===== src/rtl/tssm_pkg.sv =====
// tssm_pkg: shared types, codes and defaults for the task state semaphore manager
// depends on nothing; imported by task_state_semaphore_manager
package tssm_pkg;

    // default sizes
    localparam int TASKS_DEF       = 16;
    localparam int SEMAPHORES_DEF  = 8;
    localparam int QUEUE_DEPTH_DEF = 16;

    // event kinds
    localparam logic [3:0] K_TICK    = 4'd0;
    localparam logic [3:0] K_START   = 4'd1;
    localparam logic [3:0] K_EXIT    = 4'd2;
    localparam logic [3:0] K_SLEEP   = 4'd3;
    localparam logic [3:0] K_WAKEUP  = 4'd4;
    localparam logic [3:0] K_VBL     = 4'd5;
    localparam logic [3:0] K_LOCK    = 4'd6;
    localparam logic [3:0] K_UNLOCK  = 4'd7;
    localparam logic [3:0] K_SEND    = 4'd8;
    localparam logic [3:0] K_ISEND   = 4'd9;
    localparam logic [3:0] K_RECEIVE = 4'd10;
    localparam logic [3:0] K_PICK    = 4'd11;
    localparam logic [3:0] K_QUERY   = 4'd12;

    // task states
    localparam logic [2:0] TS_DEAD  = 3'd0;
    localparam logic [2:0] TS_READY = 3'd1;
    localparam logic [2:0] TS_SLEEP = 3'd2;
    localparam logic [2:0] TS_VBL   = 3'd3;
    localparam logic [2:0] TS_PEND  = 3'd4;
    localparam logic [2:0] TS_SEND  = 3'd5;
    localparam logic [2:0] TS_RECV  = 3'd6;

    // one task table entry
    typedef struct packed {
        logic [2:0]  state;
        logic [7:0]  wake;
        logic        full;
        logic        intr;
        logic [3:0]  sender;
        logic [31:0] vbl;
    } task_word_t;

    localparam task_word_t TASK_WORD_RESET = '{
        state: TS_DEAD, wake: 8'd0, full: 1'b0, intr: 1'b0, sender: 4'd0, vbl: 32'd0
    };

endpackage


===== src/rtl/task_state_semaphore_manager.sv =====
// task_state_semaphore_manager: cooperative scheduler kernel, one event per item
// depends on tssm_pkg (types, kind and state codes, defaults)
//
//  channel | dir | handshake          | payload
//  s       | in  | s_tvalid/s_tready  | s_tuser kind, s_tdata other event fields
//  m       | out | m_tvalid/m_tready  | m_tdata result fields
//  cfg     | in  | cfg_we             | cfg_wdata boot task id
//
// tick and pick sweep the task table, reading every entry in turn
// other events make up to two read-modify-write passes on the task table
// the task table is one memory with registered read; per-entry valid bits, cleared
// by reset, make unwritten entries read as dead with empty mailbox
// a finished result waits in the output register while the next item is accepted

module task_state_semaphore_manager #(
    parameter int TASKS       = tssm_pkg::TASKS_DEF,
    parameter int SEMAPHORES  = tssm_pkg::SEMAPHORES_DEF,
    parameter int QUEUE_DEPTH = tssm_pkg::QUEUE_DEPTH_DEF
) (
    input  logic        clk,
    input  logic        rst_n,
    input  logic        s_tvalid,
    output logic        s_tready,
    // caller_in_task, caller, target, source_any, sem_index, wait_count, zero pad
    input  logic [31:0] s_tdata,
    // kind
    input  logic [3:0]  s_tuser,
    output logic        m_tvalid,
    input  logic        m_tready,
    // ok, task_id, from_interrupt, task_state, tick_count, zero pad
    output logic [47:0] m_tdata,
    input  logic        cfg_we,
    input  logic [3:0]  cfg_wdata
);
    import tssm_pkg::*;

    localparam int TW  = (TASKS > 1) ? $clog2(TASKS) : 1;
    localparam int CW  = $clog2(TASKS + 1);
    localparam int SW  = (SEMAPHORES > 1) ? $clog2(SEMAPHORES) : 1;
    localparam int QPW = (QUEUE_DEPTH > 1) ? $clog2(QUEUE_DEPTH) : 1;
    localparam int LW  = $clog2(QUEUE_DEPTH + 1);
    localparam int QN  = SEMAPHORES * QUEUE_DEPTH;
    localparam int QAW = (QN > 1) ? $clog2(QN) : 1;

    typedef enum logic [3:0] {
        S_IDLE, S_DISP, S_SWEEP, S_QWAIT, S_RD, S_MOD, S_QRY, S_QDATA, S_FIN
    } state_t;

    state_t state_reg;

    // latched event
    logic [3:0]  kind_reg;
    logic        in_task_reg;
    logic [3:0]  caller_reg;
    logic [3:0]  target_reg;
    logic        any_reg;
    logic [2:0]  sem_reg;
    logic [15:0] count_reg;
    logic [3:0]  boot_reg;

    logic [31:0] tick_reg;
    logic [TW-1:0] addr_reg;
    logic        phase_b_reg;
    logic [CW-1:0] cnt_reg;
    logic        pv_reg;
    logic [TW-1:0] pidx_reg;
    logic        found_reg;

    logic        res_ok_reg;
    logic [3:0]  res_tid_reg;
    logic        res_intr_reg;
    logic [2:0]  res_state_reg;
    logic        m_tvalid_reg;
    logic [47:0] m_tdata_reg;

    // semaphore control
    logic [SEMAPHORES-1:0] held_reg;
    logic [3:0]     holder_reg [SEMAPHORES];
    logic [LW-1:0]  len_reg    [SEMAPHORES];
    logic [QPW-1:0] head_reg   [SEMAPHORES];

    // task table and waiter memory
    task_word_t    task_mem [TASKS];
    logic [TASKS-1:0] valid_reg;
    task_word_t    rd_data_reg;
    logic          rd_valid_reg;
    logic [3:0]    wait_mem [QN];
    logic [3:0]    wq_rdata_reg;

    // derived event fields
    logic [7:0]    caller_ext, target_ext, me_ext, sem_ext, next_ext;
    logic [3:0]    me;
    logic          caller_lt, target_ok, me_ok, sem_ok, next_ok;
    logic [TW-1:0] caller_idx, target_idx, me_idx, next_idx;
    logic [SW-1:0] sidx;

    assign me         = in_task_reg ? caller_reg : boot_reg;
    assign caller_ext = 8'(caller_reg);
    assign target_ext = 8'(target_reg);
    assign me_ext     = 8'(me);
    assign sem_ext    = 8'(sem_reg);
    assign next_ext   = 8'(wq_rdata_reg);
    assign caller_lt  = 32'(caller_reg) < TASKS;
    assign target_ok  = 32'(target_reg) < TASKS;
    assign me_ok      = 32'(me) < TASKS;
    assign sem_ok     = 32'(sem_reg) < SEMAPHORES;
    assign next_ok    = 32'(wq_rdata_reg) < TASKS;
    assign caller_idx = caller_ext[TW-1:0];
    assign target_idx = target_ext[TW-1:0];
    assign me_idx     = me_ext[TW-1:0];
    assign next_idx   = next_ext[TW-1:0];
    assign sidx       = sem_ext[SW-1:0];

    // effective read word
    task_word_t eff;
    assign eff = rd_valid_reg ? rd_data_reg : TASK_WORD_RESET;

    logic [31:0] vbl_diff;
    assign vbl_diff = tick_reg - eff.vbl;

    // waiter queue positions
    logic [LW:0]    tail_sum;
    logic [QPW-1:0] tail_pos, head_inc;
    logic [QAW-1:0] wq_waddr, wq_raddr;
    assign tail_sum = (LW + 1)'(head_reg[sidx]) + (LW + 1)'(len_reg[sidx]);
    assign tail_pos = (tail_sum >= (LW + 1)'(QUEUE_DEPTH))
        ? QPW'(tail_sum - (LW + 1)'(QUEUE_DEPTH)) : QPW'(tail_sum);
    assign head_inc = (32'(head_reg[sidx]) + 1 == QUEUE_DEPTH)
        ? '0 : head_reg[sidx] + QPW'(1);
    assign wq_waddr = QAW'(32'(sidx) * QUEUE_DEPTH + 32'(tail_pos));
    assign wq_raddr = QAW'(32'(sidx) * QUEUE_DEPTH + 32'(head_reg[sidx]));

    // read-modify-write of one task entry
    task_word_t mod_word;
    logic       mod_ok, mod_intr;
    logic [3:0] mod_tid;
    always_comb
    begin
        mod_word = eff;
        mod_ok   = 1'b0;
        mod_intr = 1'b0;
        mod_tid  = 4'd0;
        if (phase_b_reg)
        begin
            mod_word.state = TS_SEND;
        end
        else
        begin
            unique case (kind_reg)
                K_START:
                begin
                    mod_word.state = TS_READY;
                    mod_word.wake  = 8'd0;
                end
                K_EXIT:
                begin
                    mod_word.state = TS_DEAD;
                end
                K_SLEEP:
                begin
                    mod_word.state = (eff.wake != 8'd0) ? TS_READY : TS_SLEEP;
                    mod_word.wake  = 8'd0;
                end
                K_WAKEUP:
                begin
                    if (eff.state == TS_SLEEP)
                        mod_word.state = TS_READY;
                    else if (eff.state == TS_READY && eff.wake != 8'hFF)
                        mod_word.wake = eff.wake + 8'd1;
                end
                K_VBL:
                begin
                    mod_word.vbl   = tick_reg + 32'(count_reg);
                    mod_word.state = TS_VBL;
                end
                K_LOCK:
                begin
                    mod_word.state = TS_PEND;
                end
                K_UNLOCK:
                begin
                    mod_word.state = TS_READY;
                end
                K_SEND:
                begin
                    mod_word.full   = 1'b1;
                    mod_word.sender = me;
                    mod_word.intr   = 1'b0;
                    if (eff.state == TS_RECV)
                        mod_word.state = TS_READY;
                end
                K_ISEND:
                begin
                    if (eff.state == TS_RECV)
                    begin
                        mod_word.full   = 1'b1;
                        mod_word.intr   = 1'b1;
                        mod_word.sender = 4'd0;
                        mod_word.state  = TS_READY;
                        mod_ok          = 1'b1;
                    end
                end
                K_RECEIVE:
                begin
                    if (eff.full && (any_reg || (!eff.intr && eff.sender == target_reg)))
                    begin
                        mod_word.full = 1'b0;
                        mod_ok        = 1'b1;
                        mod_intr      = eff.intr;
                        mod_tid       = eff.intr ? 4'd0 : eff.sender;
                    end
                    else if (in_task_reg)
                    begin
                        mod_word.state = TS_RECV;
                    end
                end
                default:
                begin
                    mod_word = eff;
                end
            endcase
        end
    end

    // task table write and read address
    logic          mem_we;
    logic [TW-1:0] mem_wa, mem_ra;
    task_word_t    mem_wd;
    always_comb
    begin
        mem_we = 1'b0;
        mem_wa = addr_reg;
        mem_wd = mod_word;
        mem_ra = addr_reg;
        case (state_reg)
            S_SWEEP:
            begin
                mem_ra = cnt_reg[TW-1:0];
                mem_wa = pidx_reg;
                mem_wd = eff;
                mem_wd.state = TS_READY;
                mem_we = pv_reg && kind_reg == K_TICK && eff.state == TS_VBL && !vbl_diff[31];
            end
            S_MOD:
            begin
                mem_we = 1'b1;
            end
            S_QRY:
            begin
                mem_ra = target_idx;
            end
            default:
            begin
                mem_ra = addr_reg;
            end
        endcase
    end

    // task table memory
    always_ff @(posedge clk)
    begin
        if (mem_we)
            task_mem[mem_wa] <= mem_wd;
        rd_data_reg <= task_mem[mem_ra];
    end

    // task table valid bits
    always_ff @(posedge clk or negedge rst_n)
    begin
        if (!rst_n)
        begin
            valid_reg    <= '0;
            rd_valid_reg <= 1'b0;
        end
        else
        begin
            if (mem_we)
                valid_reg[mem_wa] <= 1'b1;
            rd_valid_reg <= valid_reg[mem_ra];
        end
    end

    // waiter queue memory
    logic wq_we;
    assign wq_we = state_reg == S_DISP && kind_reg == K_LOCK && sem_ok && in_task_reg
        && caller_lt && held_reg[sidx] && 32'(len_reg[sidx]) < QUEUE_DEPTH;
    always_ff @(posedge clk)
    begin
        if (wq_we)
            wait_mem[wq_waddr] <= caller_reg;
        wq_rdata_reg <= wait_mem[wq_raddr];
    end

    // configuration register
    always_ff @(posedge clk or negedge rst_n)
    begin
        if (!rst_n)
            boot_reg <= 4'd0;
        else if (cfg_we)
            boot_reg <= cfg_wdata;
    end

    // sequencer, semaphore control and result registers
    always_ff @(posedge clk or negedge rst_n)
    begin
        if (!rst_n)
        begin
            state_reg    <= S_IDLE;
            tick_reg     <= 32'd0;
            phase_b_reg  <= 1'b0;
            cnt_reg      <= '0;
            pv_reg       <= 1'b0;
            found_reg    <= 1'b0;
            m_tvalid_reg <= 1'b0;
            held_reg     <= '0;
            for (int i = 0; i < SEMAPHORES; i++)
            begin
                holder_reg[i] <= 4'd0;
                len_reg[i]    <= '0;
                head_reg[i]   <= '0;
            end
        end
        else
        begin
            if (m_tvalid_reg && m_tready && state_reg != S_FIN)
                m_tvalid_reg <= 1'b0;
            unique case (state_reg)
                S_IDLE:
                begin
                    if (s_tvalid)
                    begin
                        kind_reg    <= s_tuser;
                        in_task_reg <= s_tdata[0];
                        caller_reg  <= s_tdata[4:1];
                        target_reg  <= s_tdata[8:5];
                        any_reg     <= s_tdata[9];
                        sem_reg     <= s_tdata[12:10];
                        count_reg   <= s_tdata[28:13];
                        state_reg   <= S_DISP;
                    end
                end
                S_DISP:
                begin
                    res_tid_reg  <= 4'd0;
                    res_intr_reg <= 1'b0;
                    phase_b_reg  <= 1'b0;
                    cnt_reg      <= '0;
                    pv_reg       <= 1'b0;
                    found_reg    <= 1'b0;
                    unique case (kind_reg)
                        K_TICK:
                        begin
                            res_ok_reg <= 1'b0;
                            tick_reg   <= tick_reg + 32'd1;
                            state_reg  <= S_SWEEP;
                        end
                        K_PICK:
                        begin
                            res_ok_reg <= 1'b0;
                            state_reg  <= S_SWEEP;
                        end
                        K_START, K_WAKEUP, K_ISEND:
                        begin
                            res_ok_reg <= 1'b0;
                            addr_reg   <= target_idx;
                            state_reg  <= target_ok ? S_RD : S_QRY;
                        end
                        K_EXIT, K_SLEEP:
                        begin
                            res_ok_reg <= 1'b0;
                            addr_reg   <= caller_idx;
                            state_reg  <= (in_task_reg && caller_lt) ? S_RD : S_QRY;
                        end
                        K_VBL:
                        begin
                            res_ok_reg <= 1'b0;
                            addr_reg   <= caller_idx;
                            if (!in_task_reg)
                            begin
                                tick_reg  <= tick_reg + 32'(count_reg);
                                state_reg <= S_QRY;
                            end
                            else
                            begin
                                state_reg <= caller_lt ? S_RD : S_QRY;
                            end
                        end
                        K_LOCK:
                        begin
                            addr_reg <= caller_idx;
                            if (sem_ok && !in_task_reg)
                            begin
                                res_ok_reg <= 1'b1;
                                state_reg  <= S_QRY;
                            end
                            else if (sem_ok && caller_lt)
                            begin
                                if (!held_reg[sidx])
                                begin
                                    held_reg[sidx]   <= 1'b1;
                                    holder_reg[sidx] <= caller_reg;
                                    res_ok_reg       <= 1'b1;
                                    state_reg        <= S_QRY;
                                end
                                else
                                begin
                                    if (32'(len_reg[sidx]) < QUEUE_DEPTH)
                                        len_reg[sidx] <= len_reg[sidx] + LW'(1);
                                    res_ok_reg <= 1'b0;
                                    state_reg  <= S_RD;
                                end
                            end
                            else
                            begin
                                res_ok_reg <= 1'b0;
                                state_reg  <= S_QRY;
                            end
                        end
                        K_UNLOCK:
                        begin
                            res_ok_reg <= 1'b0;
                            if (sem_ok && len_reg[sidx] != '0)
                            begin
                                state_reg <= S_QWAIT;
                            end
                            else
                            begin
                                if (sem_ok)
                                    held_reg[sidx] <= 1'b0;
                                state_reg <= S_QRY;
                            end
                        end
                        K_SEND:
                        begin
                            res_ok_reg <= 1'b0;
                            addr_reg   <= target_idx;
                            state_reg  <= (target_ok && (!in_task_reg || caller_lt))
                                ? S_RD : S_QRY;
                        end
                        K_RECEIVE:
                        begin
                            res_ok_reg <= 1'b0;
                            addr_reg   <= me_idx;
                            state_reg  <= me_ok ? S_RD : S_QRY;
                        end
                        default:
                        begin
                            res_ok_reg <= 1'b0;
                            state_reg  <= S_QRY;
                        end
                    endcase
                end
                S_SWEEP:
                begin
                    // issue one read per cycle, check the entry read last cycle
                    if (32'(cnt_reg) < TASKS)
                    begin
                        cnt_reg  <= cnt_reg + CW'(1);
                        pidx_reg <= cnt_reg[TW-1:0];
                        pv_reg   <= 1'b1;
                    end
                    else
                    begin
                        pv_reg    <= 1'b0;
                        state_reg <= S_QRY;
                    end
                    if (pv_reg && kind_reg == K_PICK && !found_reg && eff.state == TS_READY)
                    begin
                        found_reg   <= 1'b1;
                        res_ok_reg  <= 1'b1;
                        res_tid_reg <= 4'(pidx_reg);
                    end
                end
                S_QWAIT:
                begin
                    // head waiter id now registered
                    len_reg[sidx]    <= len_reg[sidx] - LW'(1);
                    head_reg[sidx]   <= head_inc;
                    holder_reg[sidx] <= wq_rdata_reg;
                    held_reg[sidx]   <= 1'b1;
                    addr_reg         <= next_idx;
                    state_reg        <= next_ok ? S_RD : S_QRY;
                end
                S_RD:
                begin
                    state_reg <= S_MOD;
                end
                S_MOD:
                begin
                    if (!phase_b_reg)
                    begin
                        res_ok_reg   <= mod_ok;
                        res_tid_reg  <= mod_tid;
                        res_intr_reg <= mod_intr;
                    end
                    if (!phase_b_reg && kind_reg == K_SEND && in_task_reg)
                    begin
                        phase_b_reg <= 1'b1;
                        addr_reg    <= caller_idx;
                        state_reg   <= S_RD;
                    end
                    else
                    begin
                        state_reg <= S_QRY;
                    end
                end
                S_QRY:
                begin
                    state_reg <= S_QDATA;
                end
                S_QDATA:
                begin
                    res_state_reg <= target_ok ? eff.state : TS_DEAD;
                    state_reg     <= S_FIN;
                end
                S_FIN:
                begin
                    if (!m_tvalid_reg || m_tready)
                    begin
                        m_tdata_reg  <= {7'd0, tick_reg, res_state_reg, res_intr_reg,
                                         res_tid_reg, res_ok_reg};
                        m_tvalid_reg <= 1'b1;
                        state_reg    <= S_IDLE;
                    end
                end
                default:
                begin
                    state_reg <= S_IDLE;
                end
            endcase
        end
    end

    assign s_tready = state_reg == S_IDLE;
    assign m_tvalid = m_tvalid_reg;
    assign m_tdata  = m_tdata_reg;

endmodule

===== config.mk =====
export PLATFORM = sky130hd
export DESIGN_NAME = task_state_semaphore_manager
export DESIGN_NICKNAME = d
export VERILOG_FILES = /design/src/rtl/tssm_pkg.sv /design/src/rtl/task_state_semaphore_manager.sv
export SDC_FILE = /design/constraint.sdc
export NUM_CORES = 2
export LEC_CHECK = 0
export BUFFER_PORTS_ARGS = -buffer_cell sky130_fd_sc_hd__buf_2
export CORE_ASPECT_RATIO = 1.4
export CORE_MARGIN = 2
export CORE_UTILIZATION = 45
export DETAILED_ROUTE_END_ITERATION = 6
export PLACE_DENSITY_LB_ADDON = 0.3
export SLEW_MARGIN = 20
export SYNTH_ARGS = -nofsm -noshare
export SYNTH_HDL_FRONTEND = slang
export SYNTH_SLANG_ARGS = --single-unit

===== constraint.sdc =====
create_clock -name clk -period 11.06 [get_ports clk]
set_input_delay 1.106 -clock clk [delete_from_list [all_inputs] [get_ports clk]]
set_output_delay 1.106 -clock clk [all_outputs]
set_load 0.02 [all_outputs]

### Yosys cells after proc, flatten, opt, wreduce, memory -nomap -nowiden

Memories as Yosys holds them, arrays and structs flattened. A register that Yosys moved wholly into a read port is not among the register bits.
Index checks and enable logic that the tools add are counted.

| cells by class | value |
|---|---|
| bitwise logic cells | 5 |
| add/subtract/negate cells | 13 |
| order comparisons | 10 |
| equality and inequality tests | 44 |
| reduce and logical (&&, ||, !) cells | 59 |
| muxes and demuxes | 103 |

Operator list:

| cell | number |
|---|---|
| $mux W40 | 4 |
| $mux W49 | 2 |
| $bwmux W40 | 2 |
| $pmux W40 S2 | 1 |
| $mux W32 | 2 |
| $mux W4 | 16 |
| $pmux W32 S2 | 1 |
| $pmux W8 S2 | 3 |
| $mux W46 | 1 |
| $mux W8 | 5 |
| $pmux W4 S3 | 3 |
| $pmux W4 S9 | 1 |
| $add A32 B1 Y32 const B | 1 |
| $add A32 B16 Y32 | 1 |
| $bwmux W32 | 1 |
| $eq A4 B3 Y1 const B | 8 |
| $sub A32 B32 Y32 | 1 |
| $mux W1 | 24 |
| $pmux W3 S8 | 1 |
| $eq A4 B4 Y1 const B | 5 |
| $logic_and A1 B1 Y1 | 20 |
| $mux W5 | 4 |
| $pmux W5 S2 | 2 |
| $mux W3 | 6 |
| 64 further kinds | 119 |

| storage, ports and cells | value |
|---|---|
| memory bits (writable) | 1296 |
| output and inout port bits | 50 |
| memories kept | 2 |
| logic and storage cells | 277 |
| input bits | 45 |
| flip-flop bits (word level) | 237 |

Memory list:

| memory | depth | bits a word | read ports | clocked after memory_dff | wr ports | line | source |
|---|---|---|---|---|---|---|---|
| task_mem | 16 | 49 | 1 | 1 | 1 | task_state_semaphore_manager.sv:83 | `task_word_t task_mem [TASKS];` |
| wait_mem | 128 | 4 | 1 | 1 | 1 | task_state_semaphore_manager.sv:87 | `logic [3:0] wait_mem [QN];` |

### Logic depth before layout (Yosys ltp)

| logic depth | value |
|---|---|
| depth in word-level cells | 11 |
| mapped depth | 19 |
| depth with buffers taken out | 12 |

### Worst setup path before layout

Ideal clock, no wire load.

| path | value |
|---|---|
| path kind | reg-to-reg |
| start point | register rd_valid_reg |
| end point | memory task_mem[10][0] (netlist bit), enable pin |
| arrival | 7.114 ns |
| clock period less this slack | 7.640 ns |
| buffers on the path | 5 |
| stages on the path, launching flop included | 16 |
| setup slack | 3.420 ns |
| setup time | 0.526 ns |
| required time | 10.534 ns |
| cell sequence | dfrtp_1 -> clkbuf_1 -> clkbuf_1 -> clkbuf_1 -> buf_1 -> nand2_1 -> ha_1 -> nand3_1 -> o22ai_1 -> a2111oi_0 -> o31ai_1 -> a2111oi_0 -> xnor2_1 -> a41oi_1 -> clkbuf_1 -> nor3b_1 |

| on the way | value |
|---|---|
| cells in the longest elaborated chain, start to end | 7 |
| elaborated cells on any way between the ends | 9 |
| classes of those cells | 1 x add/sub; 1 x eq/ne; 4 x mux; 3 x reduce/logical |

Ends and longest elaborated chain:

| element | line | source |
|---|---|---|
| start, declared | task_state_semaphore_manager.sv:86 | `logic rd_valid_reg;` |
| start signal, assigned | task_state_semaphore_manager.sv:279 | `rd_valid_reg <= valid_reg[mem_ra];` |
| $mux W49 (*) | task_state_semaphore_manager.sv:116 | `assign eff = rd_valid_reg ? rd_data_reg : TASK_WORD_RESET;` |
| $sub A32 B32 Y32 or $eq A3 B2 Y1 (tied branches) | task_state_semaphore_manager.sv:119, task_state_semaphore_manager.sv:242 |  |
| $logic_not A1 Y1 or $logic_and A1 B1 Y1 (tied branches) | task_state_semaphore_manager.sv:242 | `mem_we = pv_reg && kind_reg == K_TICK && eff.state == TS_VBL && !vbl_diff[31];` |
| $logic_and A1 B1 Y1 (*) | task_state_semaphore_manager.sv:242 |  |
| $pmux W1 S2 (*) | task_state_semaphore_manager.sv:235 | `case (state_reg)` |
| $mux W1 (*) | task_state_semaphore_manager.sv:262 | `if (mem_we)` |
| $mux W1 (not written as such) (*) | task_state_semaphore_manager.sv:263 | `task_mem[mem_wa] <= mem_wd;` |
| end, declared | task_state_semaphore_manager.sv:83 |  |

Mark *: on every way between the ends. The rest lies on a longest branch, timed or not.

### Final worst setup path

| path | value |
|---|---|
| start point | register rd_valid_reg |
| end point | memory task_mem[3][18] (netlist bit), enable pin |

The elaborated chain is that of the path after synthesis.

==> impl_metrics.ini <==
[run_status]
outcome = completed

[layout]
seq_area_sq_mm = 0.0464
area_growth_pct = 12.0
final_nets = 4364
final_layout_size_suffix_gt1_frac = 0.185
nFillCells = 11700
multi_input_area_sq_mm = 0.0180
stdcell_count = 6306
diodes = 0
largest_reg_flops = 784
fin_util = 0.507

[clock_tree]
root_buffer = clkbuf_16
cts_max_path_buffers = 3
cts.reportedPaths.clkPinSlew_ns = 0.06
postCtsHoldBufs = 0
tritoncts = yes
cts-resized-gates = 0
clk_latency_ns = 0.80
numCtsBuffers = 153
cts_max_level = 4
post_cts_buffers = 0
cts_num_sinks = 1586

[yosys]
ys_seq_area_frac = 0.709
ys_types = 97
synthArstFlopShare = 0.0921
yosysWarnings = 0
ys_seq_elements = 1586
synth_area_leaders = edfxtp_1, mux4_2, dfrtp_1
synthesis.instances = 4129
yosysTopAreaCell = edfxtp_1
synth.top_cell.area_share = 0.637
synth_area_sq_mm = 0.0654
synthTopCellsByCount = edfxtp_1, nand2_1, mux4_2
synth_area_per_cell_sq_um = 15.8
synthFlopType = edfxtp_1
synth-edff-count = 1387
yosysMostFrequentCell = edfxtp_1

[timing]
rsz0062_at_grt = false
report.final.hold_viol_count = 0
finalWorstSetupSlack_ns = 4.95
fin_worst_skew_ns = 0.0335
relSlewSlack = 0.239
setup_viol_count_final = 0
min_period_over_period = 0.553
max_freq_ghz = 0.164
fin_crit_ns = 6.11
worst_pin_slew_ns = 1.14
setup_tns_ns = 0
slew_viol_final = 0

[power_and_ir_drop]
p_per_area_mw_per_mm2 = 233
leakage_nw = 25.0
ir_drop_v = 0.000203
p_total_mw = 17.1

[routing]
drtIter0Drc = 3778
antenna_left = 0
drt_wl_total_microns = 160000
dr.pass1.iters = 6
viasPerCell = 5.83
routedWlPerCell_microns = 25.4
drc_errors = 0
vias = 36800

[global_routing]
grt_use_met3 = 0.0289
grt_use_met2 = 0.376
grt_use_met1 = 0.279
antenna_found_initial = 6
grt_pass1_vias = 36900
grt.total_usage = 0.217
grt_pass1_wl_microns = 239000
overflow = 0
top_usage_layer = met2
grt_max_degree = 151

[place]
dp_slack_ns = 4.91
place_inst = 6022
dp_hpwl_microns = 93700
place_congestion = 0.859
port_buffers = 84

[setup_path]
cpMostUsedCell = buf_4
crit_slowest_cell = buf_4
cp_max_fo = 55
end_kind = register
critPathTopFamily = buffers and inverters
r2r_slack_ns = 4.95
path_buf_inv = 4
worst-setup-path-type = register to register
critPathRequiredTime_ns = 11.47
cp-start-kind = register
max_stage_delay_ns = 0.72
cp_cell_sequence = buf_4 > nand2_1 > ha_1 > a21oi_1 > o21ai_0 > a31oi_1 > o31ai_1 > a2111oi_0 > buf_4 > xnor2_1 > a41oi_4 > buf_4 > nor2_4 > buf_4
cp.arrival_ns = 6.52

[floorplanning]
ios = 95
fp.dieW_microns = 326
die_area_sq_mm = 0.148
rows = 165
die_y_microns = 455
core_sq_mm = 0.144
start_util = 0.453

[worst_hold_path]
holdCritPathClass = input pin to async pin

[run]
cap_violations = 0
[worst reg2reg max path, delay by kind of cell (launching register included)]
family / cells / cell delay, ns
simple gates: 2 / 0.84
flops: 1 / 0.66
buf+inv: 4 / 1.88
fa+ha+maj: 1 / 0.32
xor+xnor: 1 / 0.52
compound gates: 6 / 1.44
[where the power goes]
part | internal [mW] | switching (mW)
combinational | 1.72 | 2.59
clock | 2.92 | 2.24
sequential | 7.30 | 0.287
[metal layers]
layer  part of all wire  routed length, microns  up-vias
met1               0.40                   63900    19000
li1                   -                       -    16200
met3              0.057                    9150      271
met2               0.51                   82100     1268
met5                  0                       0        -
met4              0.032                    5090        0
[final cells by class]
type | instances | share of cell area
Tap cell | 1920 | 0.0328
Sequential cell | 1586 | 0.633
Inverter | 34 | 0.00186
Clock buffer | 197 | 0.0561
Clock inverter | 84 | 0.0114
Timing Repair Buffer | 197 | 0.0184
Multi-Input combinational cell | 2288 | 0.246
[worst paths after layout]
kind                                        end  depth (start not counted)            from
worst min register to register       m_tdata[3]                          0  res_tid_reg[2]
worst max-delay path            task_mem[3][18]                         14    rd_valid_reg
worst min-delay path                boot_reg[2]                          1           rst_n
max in group asynchronous          rd_valid_reg                          2           rst_n
worst max register to register  task_mem[3][18]                         14    rd_valid_reg
min in group clk                     m_tdata[3]                          0  res_tid_reg[2]
[metrics by stage]
stage                     hold WS (ns)  cell area (sq um)
after floorplan                  0.400              65400
after global placement           0.406              68200
after detailed placement         0.409              68200
after CTS                        0.345              73200
after global routing             0.384              73200
final                            0.321              73200
[cells in the final DEF (no fill, tap or decap), types with 51 or more instances in the layout]
cell type	n
buf_4	105
clkbuf_16	155
nor2_1	216
nor2b_1	58
a21oi_1	123
dfxtp_1	53
and3_1	51
mux2i_1	95
a211oi_1	58
mux2_2	78
nand2_1	501
o21ai_0	106
dfrtp_1	145
buf_2	83
edfxtp_1	1387
mux4_2	243
nand3_1	216
ha_1	57
[kinds of logic after synthesis]
logic type,share of synthesized area
AND/OR/NAND/NOR,0.0850
XOR/XNOR,0.00949
buffers and inverters,0.0193
multiplexers,0.113
adder cells (fa/ha/maj),0.0115
AO/OA/AOI/OAI,0.0530
other,0.0000573
flip-flops,0.709
Note: power is estimated with default switching activity, not from simulation.
